$ cat config.mk
export PLATFORM = sky130hd
export DESIGN_NAME = template_atom_matcher_core
export DESIGN_NICKNAME = d
export VERILOG_FILES = /design/src/hw/rtl/tam_pkg.sv /design/src/hw/rtl/tam_front.sv /design/src/hw/rtl/tam_back.sv /design/src/hw/rtl/template_atom_matcher_core.sv
export SDC_FILE = /design/constraint.sdc
export NUM_CORES = 2
export LEC_CHECK = 0
export ABC_AREA = 1
export BUFFER_PORTS_ARGS = -buffer_cell sky130_fd_sc_hd__buf_2
export CORE_MARGIN = 2
export CORE_UTILIZATION = 45
export CTS_BUF_LIST = sky130_fd_sc_hd__clkbuf_16
export CTS_CLUSTER_DIAMETER = 60
export CTS_CLUSTER_SIZE = 8
export DETAILED_ROUTE_END_ITERATION = 8
export GPL_TIMING_DRIVEN = 0
export PLACE_DENSITY = 0.62
export SETUP_SLACK_MARGIN = 0.05
export SKIP_CTS_REPAIR_TIMING = 1
export SLEW_MARGIN = 30
export SYNTH_ARGS = -nofsm -noshare
export SYNTH_HDL_FRONTEND = slang
export SYNTH_HIERARCHICAL = 1
export SYNTH_SLANG_ARGS = --single-unit
$ cat constraint.sdc
create_clock -name clock -period 13.2 [get_ports clock]
set_input_delay 0.66 -clock clock [delete_from_list [all_inputs] [get_ports clock]]
set_output_delay 0.66 -clock clock [all_outputs]
set_load 0.02 [all_outputs]
$ cat src/hw/rtl/tam_pkg.sv
// ----------------------------------------------------------------------------
// tam_pkg
// types, codes and name-compare helpers of the template atom matcher
// ----------------------------------------------------------------------------
`default_nettype none

package tam_pkg;

   localparam int DEF_MAX_ATOM_NAMES    = 8;
   localparam int DEF_MAX_RESIDUE_NAMES = 32;

   localparam int QUEUE_DEPTH = 2;
   localparam int QPTR_W      = (QUEUE_DEPTH > 1) ? $clog2(QUEUE_DEPTH) : 1;
   localparam int QCNT_W      = $clog2(QUEUE_DEPTH + 1);

   // request op codes
   localparam logic [1:0] OP_MATCH    = 2'd0;
   localparam logic [1:0] OP_LOAD_ATM = 2'd1;
   localparam logic [1:0] OP_LOAD_RES = 2'd2;

   // csr register indexes
   localparam logic [1:0] CSR_MATCH_MODE = 2'd0;
   localparam logic [1:0] CSR_ATOM_CNT   = 2'd1;
   localparam logic [1:0] CSR_RES_CNT    = 2'd2;

   // match mode codes
   localparam logic signed [7:0] MODE_NAME_RES_ALT = -8'sd1;
   localparam logic signed [7:0] MODE_NAME_RES     = 8'sd0;
   localparam logic signed [7:0] MODE_SIDE_RES     = 8'sd1;
   localparam logic signed [7:0] MODE_NOCH_RES     = 8'sd2;
   localparam logic signed [7:0] MODE_TYPE_RES     = 8'sd3;
   localparam logic signed [7:0] MODE_NOC_MC_RES   = 8'sd4;
   localparam logic signed [7:0] MODE_MC_RES       = 8'sd5;
   localparam logic signed [7:0] MODE_NOMC_RES     = 8'sd6;
   localparam logic signed [7:0] MODE_NOH_RES      = 8'sd7;
   localparam logic signed [7:0] MODE_POS_RES      = 8'sd8;
   localparam logic signed [7:0] MODE_NAME         = 8'sd100;
   localparam logic signed [7:0] MODE_SIDE         = 8'sd101;
   localparam logic signed [7:0] MODE_NOC          = 8'sd102;
   localparam logic signed [7:0] MODE_TYPE         = 8'sd103;
   localparam logic signed [7:0] MODE_NOC_MC       = 8'sd104;
   localparam logic signed [7:0] MODE_MC           = 8'sd105;
   localparam logic signed [7:0] MODE_NOMC         = 8'sd106;
   localparam logic signed [7:0] MODE_ANY          = 8'sd107;

   localparam logic [7:0]  CHAR_UNDERSCORE = 8'h5F;
   localparam logic [7:0]  CHAR_C          = 8'h43;
   localparam logic [7:0]  CHAR_H          = 8'h48;
   localparam logic [31:0] NAME_CA         = 32'h5F43_415F;
   localparam logic [31:0] NAME_N          = 32'h5F4E_5F5F;
   localparam logic [31:0] NAME_O          = 32'h5F4F_5F5F;

   typedef enum logic [1:0] {
      KIND_MATCH    = 2'd0,
      KIND_LOAD_ATM = 2'd1,
      KIND_LOAD_RES = 2'd2,
      KIND_DROP     = 2'd3
   } kind_type;

   typedef struct packed {
      kind_type    kind;
      logic [4:0]  entry_index;
      logic [31:0] atom_name;
      logic [23:0] residue_name;
   } item_type;

   typedef struct packed {
      logic     valid;
      item_type item;
   } q_head_type;

   typedef struct packed {
      logic [7:0] match_mode;
      logic [3:0] atom_name_count;
      logic [5:0] residue_name_count;
   } cfg_type;

   function automatic logic [7:0] fold_char(input logic [7:0] c);
      logic [7:0] r;
      r = c;
      if (c >= 8'h61 && c <= 8'h7A) begin
         r = c - 8'd32;
      end
      return r;
   endfunction

   function automatic logic same_atom_nocase(input logic [31:0] a, input logic [31:0] b);
      logic eq;
      eq = 1'b1;
      for (int i = 0; i < 4; i++) begin
         if (fold_char(a[8*i +: 8]) != fold_char(b[8*i +: 8])) begin
            eq = 1'b0;
         end
      end
      return eq;
   endfunction

   function automatic logic same_res_nocase(input logic [23:0] a, input logic [23:0] b);
      logic eq;
      eq = 1'b1;
      for (int i = 0; i < 3; i++) begin
         if (fold_char(a[8*i +: 8]) != fold_char(b[8*i +: 8])) begin
            eq = 1'b0;
         end
      end
      return eq;
   endfunction

endpackage

`default_nettype wire

$ cat src/hw/rtl/tam_front.sv
// ----------------------------------------------------------------------------
// tam_front
// request intake: classifies requests, queues undropped ones for the back end
// ----------------------------------------------------------------------------
`default_nettype none

module tam_front import tam_pkg::*; #(
   parameter int MAX_ATOM_NAMES    = DEF_MAX_ATOM_NAMES,
   parameter int MAX_RESIDUE_NAMES = DEF_MAX_RESIDUE_NAMES
) (
   input  wire logic        clock,
   input  wire logic        reset,
   input  wire logic        req_tvalid,
   output logic             req_tready,
   input  wire logic [63:0] req_tdata,  // entry_index, atom_name, residue_name
   input  wire logic [1:0]  req_tuser,  // op
   output q_head_type       head,
   input  wire logic        pop
);

   item_type             q_ff [QUEUE_DEPTH];
   logic [QPTR_W-1:0]    wr_ptr_ff, wr_ptr_in;
   logic [QPTR_W-1:0]    rd_ptr_ff, rd_ptr_in;
   logic [QCNT_W-1:0]    cnt_ff, cnt_in;
   item_type             new_item;
   logic                 push;

   always_comb begin
      new_item.entry_index  = req_tdata[4:0];
      new_item.atom_name    = req_tdata[36:5];
      new_item.residue_name = req_tdata[60:37];
      unique case (req_tuser)
         OP_MATCH:    new_item.kind = KIND_MATCH;
         OP_LOAD_ATM: new_item.kind = (32'(req_tdata[4:0]) < MAX_ATOM_NAMES) ?
                                      KIND_LOAD_ATM : KIND_DROP;
         OP_LOAD_RES: new_item.kind = (32'(req_tdata[4:0]) < MAX_RESIDUE_NAMES) ?
                                      KIND_LOAD_RES : KIND_DROP;
         default:     new_item.kind = KIND_DROP;
      endcase
   end

   assign req_tready = (cnt_ff != QCNT_W'(QUEUE_DEPTH));
   // requests with no effect are taken and dropped here
   assign push       = req_tvalid && req_tready && (new_item.kind != KIND_DROP);

   assign head.valid = (cnt_ff != '0);
   assign head.item  = q_ff[rd_ptr_ff];

   always_comb begin
      wr_ptr_in = wr_ptr_ff;
      rd_ptr_in = rd_ptr_ff;
      cnt_in    = cnt_ff;
      if (push) begin
         wr_ptr_in = (wr_ptr_ff == QPTR_W'(QUEUE_DEPTH - 1)) ? '0 : wr_ptr_ff + 1'b1;
      end
      if (pop) begin
         rd_ptr_in = (rd_ptr_ff == QPTR_W'(QUEUE_DEPTH - 1)) ? '0 : rd_ptr_ff + 1'b1;
      end
      if (push && !pop) begin
         cnt_in = cnt_ff + 1'b1;
      end else if (pop && !push) begin
         cnt_in = cnt_ff - 1'b1;
      end
   end

   always_ff @(posedge clock) begin
      if (reset) begin
         wr_ptr_ff <= '0;
         rd_ptr_ff <= '0;
         cnt_ff    <= '0;
      end else begin
         wr_ptr_ff <= wr_ptr_in;
         rd_ptr_ff <= rd_ptr_in;
         cnt_ff    <= cnt_in;
      end
   end

   always_ff @(posedge clock) begin
      if (push) begin
         q_ff[wr_ptr_ff] <= new_item;
      end
   end

endmodule

`default_nettype wire

$ cat src/hw/rtl/tam_back.sv
// ----------------------------------------------------------------------------
// tam_back
// template tables, parallel compare stage and mode decode into the response
// ----------------------------------------------------------------------------
`default_nettype none

module tam_back import tam_pkg::*; #(
   parameter int MAX_ATOM_NAMES    = DEF_MAX_ATOM_NAMES,
   parameter int MAX_RESIDUE_NAMES = DEF_MAX_RESIDUE_NAMES
) (
   input  wire logic       clock,
   input  wire logic       reset,
   input  wire q_head_type head,
   output logic            pop,
   input  wire cfg_type    cfg,
   output logic            rsp_tvalid,
   input  wire logic       rsp_tready,
   output logic [7:0]      rsp_tdata   // is_match, bad_mode
);

   logic [31:0] atm_tab_ff [MAX_ATOM_NAMES];
   logic [23:0] res_tab_ff [MAX_RESIDUE_NAMES];

   // compare stage
   logic                         s1_valid_ff, s1_valid_in;
   logic [MAX_ATOM_NAMES-1:0]    name_vec_ff, name_vec_in;
   logic [MAX_ATOM_NAMES-1:0]    type_vec_ff, type_vec_in;
   logic [MAX_ATOM_NAMES-1:0]    pos_vec_ff, pos_vec_in;
   logic [MAX_RESIDUE_NAMES-1:0] res_vec_ff, res_vec_in;
   logic                         carbon_ff, carbon_in;
   logic                         hydro_ff, hydro_in;
   logic                         main_ff, main_in;

   // response register
   logic out_valid_ff, out_valid_in;
   logic is_match_ff, is_match_in;
   logic bad_mode_ff, bad_mode_in;

   logic s1_adv;
   logic s1_load;
   int   atom_lim;
   int   res_lim;
   logic [31:0] nm;
   logic [23:0] rn;
   logic signed [7:0] mode;
   logic name_hit, type_hit, pos_hit, res_hit;

   assign s1_adv  = !out_valid_ff || rsp_tready;
   assign s1_load = !s1_valid_ff || s1_adv;
   assign pop     = head.valid && s1_load;
   assign nm      = head.item.atom_name;
   assign rn      = head.item.residue_name;

   always_comb begin
      atom_lim = (32'(cfg.atom_name_count) > MAX_ATOM_NAMES) ?
                 MAX_ATOM_NAMES : 32'(cfg.atom_name_count);
      res_lim  = (32'(cfg.residue_name_count) > MAX_RESIDUE_NAMES) ?
                 MAX_RESIDUE_NAMES : 32'(cfg.residue_name_count);
   end

   always_comb begin
      for (int k = 0; k < MAX_ATOM_NAMES; k++) begin
         name_vec_in[k] = (k < atom_lim) && same_atom_nocase(nm, atm_tab_ff[k]);
         if (nm[31:24] == CHAR_UNDERSCORE) begin
            type_vec_in[k] = (nm[23:16] == atm_tab_ff[k][23:16]);
            pos_vec_in[k]  = (nm[15:8] == atm_tab_ff[k][15:8]);
         end else begin
            type_vec_in[k] = (nm[31:16] == atm_tab_ff[k][31:16]);
            pos_vec_in[k]  = (nm[23:8] == atm_tab_ff[k][23:8]);
         end
         type_vec_in[k] = type_vec_in[k] && (k < atom_lim);
         pos_vec_in[k]  = pos_vec_in[k] && (k < atom_lim);
      end
      for (int k = 0; k < MAX_RESIDUE_NAMES; k++) begin
         res_vec_in[k] = (k < res_lim) && same_res_nocase(rn, res_tab_ff[k]);
      end
      carbon_in = (nm[31:24] == CHAR_UNDERSCORE) && (nm[23:16] == CHAR_C);
      hydro_in  = (nm[31:24] == CHAR_UNDERSCORE) && (nm[23:16] == CHAR_H);
      main_in   = same_atom_nocase(nm, NAME_CA) || same_atom_nocase(nm, NAME_N) ||
                  same_atom_nocase(nm, NAME_O);
   end

   always_comb begin
      s1_valid_in = s1_valid_ff;
      if (s1_load) begin
         s1_valid_in = pop && (head.item.kind == KIND_MATCH);
      end
      out_valid_in = out_valid_ff;
      if (s1_adv) begin
         out_valid_in = s1_valid_ff;
      end
   end

   assign mode     = $signed(cfg.match_mode);
   assign name_hit = |name_vec_ff;
   assign type_hit = |type_vec_ff;
   assign pos_hit  = |pos_vec_ff;
   assign res_hit  = |res_vec_ff;

   always_comb begin
      bad_mode_in = 1'b0;
      unique case (mode) inside
         MODE_NAME_RES_ALT, MODE_NAME_RES: is_match_in = name_hit && res_hit;
         MODE_SIDE_RES:   is_match_in = !carbon_ff && !hydro_ff && !main_ff && res_hit;
         MODE_NOCH_RES:   is_match_in = !carbon_ff && !hydro_ff && res_hit;
         MODE_TYPE_RES:   is_match_in = type_hit && !hydro_ff && res_hit;
         MODE_NOC_MC_RES: is_match_in = !carbon_ff && !hydro_ff && main_ff && res_hit;
         MODE_MC_RES:     is_match_in = main_ff && !hydro_ff && res_hit;
         MODE_NOMC_RES:   is_match_in = !main_ff && !hydro_ff && res_hit;
         MODE_NOH_RES:    is_match_in = !hydro_ff && res_hit;
         MODE_POS_RES:    is_match_in = !hydro_ff && pos_hit && res_hit;
         MODE_NAME:       is_match_in = name_hit;
         MODE_SIDE:       is_match_in = !carbon_ff && !main_ff;
         MODE_NOC:        is_match_in = !carbon_ff;
         MODE_TYPE:       is_match_in = type_hit;
         MODE_NOC_MC:     is_match_in = !carbon_ff && main_ff;
         MODE_MC:         is_match_in = main_ff;
         MODE_NOMC:       is_match_in = !main_ff;
         MODE_ANY:        is_match_in = 1'b1;
         default: begin
            is_match_in = 1'b0;
            bad_mode_in = 1'b1;
         end
      endcase
   end

   always_ff @(posedge clock) begin
      if (reset) begin
         s1_valid_ff  <= 1'b0;
         out_valid_ff <= 1'b0;
      end else begin
         s1_valid_ff  <= s1_valid_in;
         out_valid_ff <= out_valid_in;
      end
   end

   always_ff @(posedge clock) begin
      if (s1_load) begin
         name_vec_ff <= name_vec_in;
         type_vec_ff <= type_vec_in;
         pos_vec_ff  <= pos_vec_in;
         res_vec_ff  <= res_vec_in;
         carbon_ff   <= carbon_in;
         hydro_ff    <= hydro_in;
         main_ff     <= main_in;
      end
      if (s1_adv) begin
         is_match_ff <= is_match_in;
         bad_mode_ff <= bad_mode_in;
      end
   end

   // table writes land when the load leaves the queue, keeping request order
   always_ff @(posedge clock) begin
      for (int k = 0; k < MAX_ATOM_NAMES; k++) begin
         if (pop && head.item.kind == KIND_LOAD_ATM && 32'(head.item.entry_index) == k) begin
            atm_tab_ff[k] <= nm;
         end
      end
      for (int k = 0; k < MAX_RESIDUE_NAMES; k++) begin
         if (pop && head.item.kind == KIND_LOAD_RES && 32'(head.item.entry_index) == k) begin
            res_tab_ff[k] <= rn;
         end
      end
   end

   assign rsp_tvalid = out_valid_ff;
   assign rsp_tdata  = {6'b0, bad_mode_ff, is_match_ff};

endmodule

`default_nettype wire

$ cat src/hw/rtl/template_atom_matcher_core.sv
// ----------------------------------------------------------------------------
// template_atom_matcher_core
// matches protein atoms against a loaded structural template atom
// ----------------------------------------------------------------------------
// Takes one request per clock unless the response stalls. Requests are
// classified on entry; kept ones enter a two-entry queue; the back end pops
// one request per cycle unless stalled, writes the template tables for loads
// and compares a match request against every table entry in parallel, then
// decodes the match mode into a response register, which answers each match
// request; load requests and op code 3 give none. Loads take effect in request
// order. Configuration writes are applied at once and must be made while idle.
`default_nettype none

module template_atom_matcher_core import tam_pkg::*; #(
   parameter int MAX_ATOM_NAMES    = DEF_MAX_ATOM_NAMES,
   parameter int MAX_RESIDUE_NAMES = DEF_MAX_RESIDUE_NAMES
) (
   input  wire logic        clock,
   input  wire logic        reset,
   input  wire logic        req_tvalid,
   output logic             req_tready,
   input  wire logic [63:0] req_tdata,   // entry_index, atom_name, residue_name
   input  wire logic [1:0]  req_tuser,   // op
   output logic             rsp_tvalid,
   input  wire logic        rsp_tready,
   output logic [7:0]       rsp_tdata,   // is_match, bad_mode
   input  wire logic        csr_we,
   input  wire logic [1:0]  csr_addr,
   input  wire logic [7:0]  csr_wdata
);

   logic [7:0] mode_ff;
   logic [3:0] atom_cnt_ff;
   logic [5:0] res_cnt_ff;
   cfg_type    cfg;
   q_head_type head;
   logic       pop;

   always_ff @(posedge clock) begin
      if (reset) begin
         mode_ff     <= 8'd0;
         atom_cnt_ff <= 4'd1;
         res_cnt_ff  <= 6'd1;
      end else if (csr_we) begin
         case (csr_addr)
            CSR_MATCH_MODE: mode_ff     <= csr_wdata;
            CSR_ATOM_CNT:   atom_cnt_ff <= csr_wdata[3:0];
            CSR_RES_CNT:    res_cnt_ff  <= csr_wdata[5:0];
            default: ;
         endcase
      end
   end

   assign cfg.match_mode         = mode_ff;
   assign cfg.atom_name_count    = atom_cnt_ff;
   assign cfg.residue_name_count = res_cnt_ff;

   tam_front #(
      .MAX_ATOM_NAMES   (MAX_ATOM_NAMES),
      .MAX_RESIDUE_NAMES(MAX_RESIDUE_NAMES)
   ) u_front (
      .clock     (clock),
      .reset     (reset),
      .req_tvalid(req_tvalid),
      .req_tready(req_tready),
      .req_tdata (req_tdata),
      .req_tuser (req_tuser),
      .head      (head),
      .pop       (pop)
   );

   tam_back #(
      .MAX_ATOM_NAMES   (MAX_ATOM_NAMES),
      .MAX_RESIDUE_NAMES(MAX_RESIDUE_NAMES)
   ) u_back (
      .clock     (clock),
      .reset     (reset),
      .head      (head),
      .pop       (pop),
      .cfg       (cfg),
      .rsp_tvalid(rsp_tvalid),
      .rsp_tready(rsp_tready),
      .rsp_tdata (rsp_tdata)
   );

endmodule

`default_nettype wire

==> flow_summary_export.csv <==
group,metric,value,unit
synth,yosysTopAreaCellShare,54.07,%
synth,synth_common_cells,"nand2_1 (1410), edfxtp_1 (1211), nor2_1 (882)",
pwr,seq_power_share,37.1,%
setup_path,startpoint_type,"flip-flop",
grt,top_usage_layer,"met2",
min_path,min_path_cells,1,
layout,final_nets,7518,
timing,setup_ws,8.234,ns
clock_tree,insertion_delay,0.83,ns
layout,stdcell_count,9294,
routing,route.detailed.drc,0,
synth,synth_compound_area_share,4.391,%
routing,drtIter0Drc,7250,
clock_tree,clock_path_buffers,3,
die,core.rowCount,141,
die,start_util,45.44,%
grt,globalRouteTotalUtil,32.48,%
run,maxCapViolCount,0,
grt,overflow,0,
synth,synth-seq-area-share,54.82,%
die,die_y,390.6,µm
synth,yosys-mux-area-fraction,1.390,%
routing,drt-vias-per-instance,5.782,
timing,grt_setup_unrepaired,"false",
layout,area_growth,13.70,%
synth,synthTopCellsByArea,"edfxtp_1 (54%), nand2_1 (7.9%), xnor2_1 (5.8%), nor2_1 (4.9%), inv_1 (4.7%)",
routing,vias,53740,
synth,synth_edf_count,1211,
synth,synth_top_cell_by_area,"edfxtp_1",
place,gp_congestion,0.9976,
setup_path,reg2reg_slack,8.23,ns
timing,hold_violations,0,
clock_tree,root_buffer,"clkbuf_16",
grt,grtUsageMet2,50.08,%
synth,async_reset_ff_share,0,%
pwr,power.share.clock,33.2,%
place,post-place-ws,8.352,ns
clock_tree,cts_max_level,4,
grt,gr-usage-met1,40.70,%
grt,antenna_found_initial,26,
setup_path,cpLargestDelayFamily,"buffers and inverters",
die,die_w,390.6,µm
routing,wl_per_cell,27.17,µm
setup_path,worst_r2r_path_depth,15,
pwr,p_int,8.030,mW
layout,layout-drive-gt1-share,9.122,%
place,io_buffers,81,
place,hpwl,165200,µm
die,core-area,148000,µm²
die,dieArea,152600,µm²
clock_tree,cts_sinks,1236,
setup_path,slowest_delay,0.77,ns
routing,finalWirelength,252500,µm
synth,syn_area_per_cell,9.632,µm²
setup_path,crit_required,13.80,ns
synth,synthDistinctLibCells,63,
grt,groute.layer.met3.usage,7.575,%
pwr,p_switching,4.630,mW
grt,grt_pass1_vias,49400,
setup_path,endpoint_kind,"flip-flop",
clock_tree,cts_tree,"built",
min_path,min_to,"u_front/q_ff[0][43]",
pwr,p_comb_share,29.7,%
setup_path,arrival,5.56,ns
timing,min_period,4.966,ns
timing,report.final.slew_viol_count,0,
synth,synthSimpleGateAreaFrac,21.69,%
pwr,p_sw_share,36.57,%
setup_path,crit_buf_inv,5,
synth,syn_inst,6982,
run_status,status,"complete, no violations",
setup_path,slowest_stage,"mux2_4",
setup_path,crit_chain,"buf_6 -> buf_12 -> mux2_4 -> buf_2 -> inv_2 -> nand2_1 -> nand3_1 -> nand3_4 -> nor2_2 -> nor2_4 -> buf_2 -> o21ai_0 -> nor2_1 -> nand3_1 -> nor2_1",
synth,synth_top_family_by_area,"simple AND/OR/NAND/NOR gates",
grt,grt_pass1_wl,347900,µm
synth,yosysWarnings,6,
timing,tightest_slew,1.101,ns
routing,final_antenna_net_count,0,
timing,fmax,201.4,MHz
min_path,hp-start,"req_tdata[24]",
pwr,cellPowerDensity,165.6,nW/µm²
die,io_pins,91,
layout,utilization,51.66,%
synth,synth_seq_cells,1236,
synth,synth-main-ff-cell,"edfxtp_1",
setup_path,path_max_fanout,33,
pwr,power_leakage,30.28,nW
min_path,worstHoldPathType,"in2reg",
place,dpl.cell_count,9040,
timing,skew,0.05425,ns
synth,synth.cell_area,67250,µm²
timing,setup_tns,0,ns
clock_tree,cts.clk_slew.worst_paths,0.05,ns
timing,final-setup-viol-count,0,
synth,yosysMostFrequentCell,"nand2_1",
timing,maxSlewHeadroom,25.95,%
grt,grt_max_degree,36,
synth,synth_xor_area_share,8.817,%
setup_path,path_class,"reg2reg",
pwr,ir_drop,0.0002007,V
timing,post-route-period-util,37.62,%
setup_path,r2r-end,"u_back/res_vec_ff[9]",
synth,synth-adder-area-share,2.530,%
clock_tree,cts_buffers,180,
routing,first_pass_iters,7,
-- final cells by class --
class / count / area (µm²)
Antenna cell: 8 / 20.02
Sequential cell: 1236 / 36870
Clock inverter: 57 / 564.3
Fill cell: 13120 / 71550
Inverter: 861 / 3239
Timing Repair Buffer: 132 / 1338
Tap cell: 1930 / 2415
Multi-Input combinational cell: 4726 / 26470
Clock buffer: 180 / 4504
Buffer: 164 / 1050
-- cell usage in the layout, fill, tap and decap left out, types with 13 or more instances in the layout --
| master | n |
|---|---|
| inv_2 | 16 |
| o211ai_1 | 23 |
| inv_1 | 863 |
| nand4_1 | 167 |
| edfxtp_1 | 1211 |
| xnor2_1 | 448 |
| nor2_4 | 45 |
| ha_1 | 136 |
| xor2_1 | 229 |
| clkbuf_16 | 180 |
| buf_12 | 20 |
| o21ai_0 | 160 |
| buf_2 | 179 |
| mux2_4 | 60 |
| nor4_1 | 17 |
| buf_16 | 17 |
| nand3_1 | 518 |
| nor2_1 | 841 |
| nand3b_1 | 45 |
| nand2_1 | 1410 |
| a21oi_1 | 76 |
| nor3_1 | 250 |
| or2_2 | 13 |
| o21bai_1 | 126 |
| o22ai_1 | 49 |
| dfxtp_1 | 25 |
| buf_4 | 45 |
-- flip-flops by register name (all words and copies together), names as in the netlist, 2 cells and up, named ones only --
register and cells:
u_back/res_tab_ff 768, u_back/atm_tab_ff 256, u_front/q_ff 126, u_back/res_vec_ff 32
mode_ff 8, u_back/name_vec_ff 8, u_back/pos_vec_ff 8, u_back/type_vec_ff 8
res_cnt_ff 6, atom_cnt_ff 4, u_front/cnt_ff 2
-- worst max-delay path by stage --
stage | startpoint | to | depth (start not counted)
finish | flip-flop | u_back/res_vec_ff[9] | 15
global route | flip-flop | u_back/res_vec_ff[9] | 15
detailed placement | flip-flop | u_back/res_vec_ff[9] | 15
floorplan | req_tdata[4] | u_front/q_ff[0][0] | 3
CTS | flip-flop | u_back/res_vec_ff[9] | 15
global placement | req_tdata[4] | u_front/q_ff[0][34] | 4
-- cell families (layout without fill, tap and decap cells) --
family                     Yosys count  in the layout
muxes                               63             63
adders and majority gates          136            136
xor gates and xnor gates           677            677
AOI/OAI and AO/OA                  477            477
DFF                               1236           1236
other                                1             14
buffers and inverters             1025           1394
and+or+nand+nor                   3367           3367
-- routing by layer --
metal	vias up	part of all wire (%)
li1	23990	-
met1	25590	37
met2	3295	44
met3	858	11
met4	8	7.8
met5	-	0.067
-- metrics by stage --
stage | hold WS (ns) | total power, mW | area (µm²)
2_1_floorplan | 0.4242 | 6.655 | 67270
3_5_place_dp | 0.4854 | 8.368 | 71290
5_1_grt | 0.0005254 | 12.92 | 76450
4_1_cts | -0.03260 | 12.56 | 76360
3_3_place_gp | 0.4352 | 8.309 | 70090
6_report | 0.02049 | 12.66 | 76470
-- power by group through the flow --
stage | combinational, mW | clock [mW] | sequential [mW]
4_1_cts | 3.61 | 4.25 | 4.69
2_1_floorplan | 1.91 | 0 | 4.75
5_1_grt | 3.81 | 4.42 | 4.70
3_5_place_dp | 3.60 | 0 | 4.77
6_report | 3.76 | 4.21 | 4.69
3_3_place_gp | 3.54 | 0 | 4.77
Note: power is estimated with default switching activity, not from simulation.
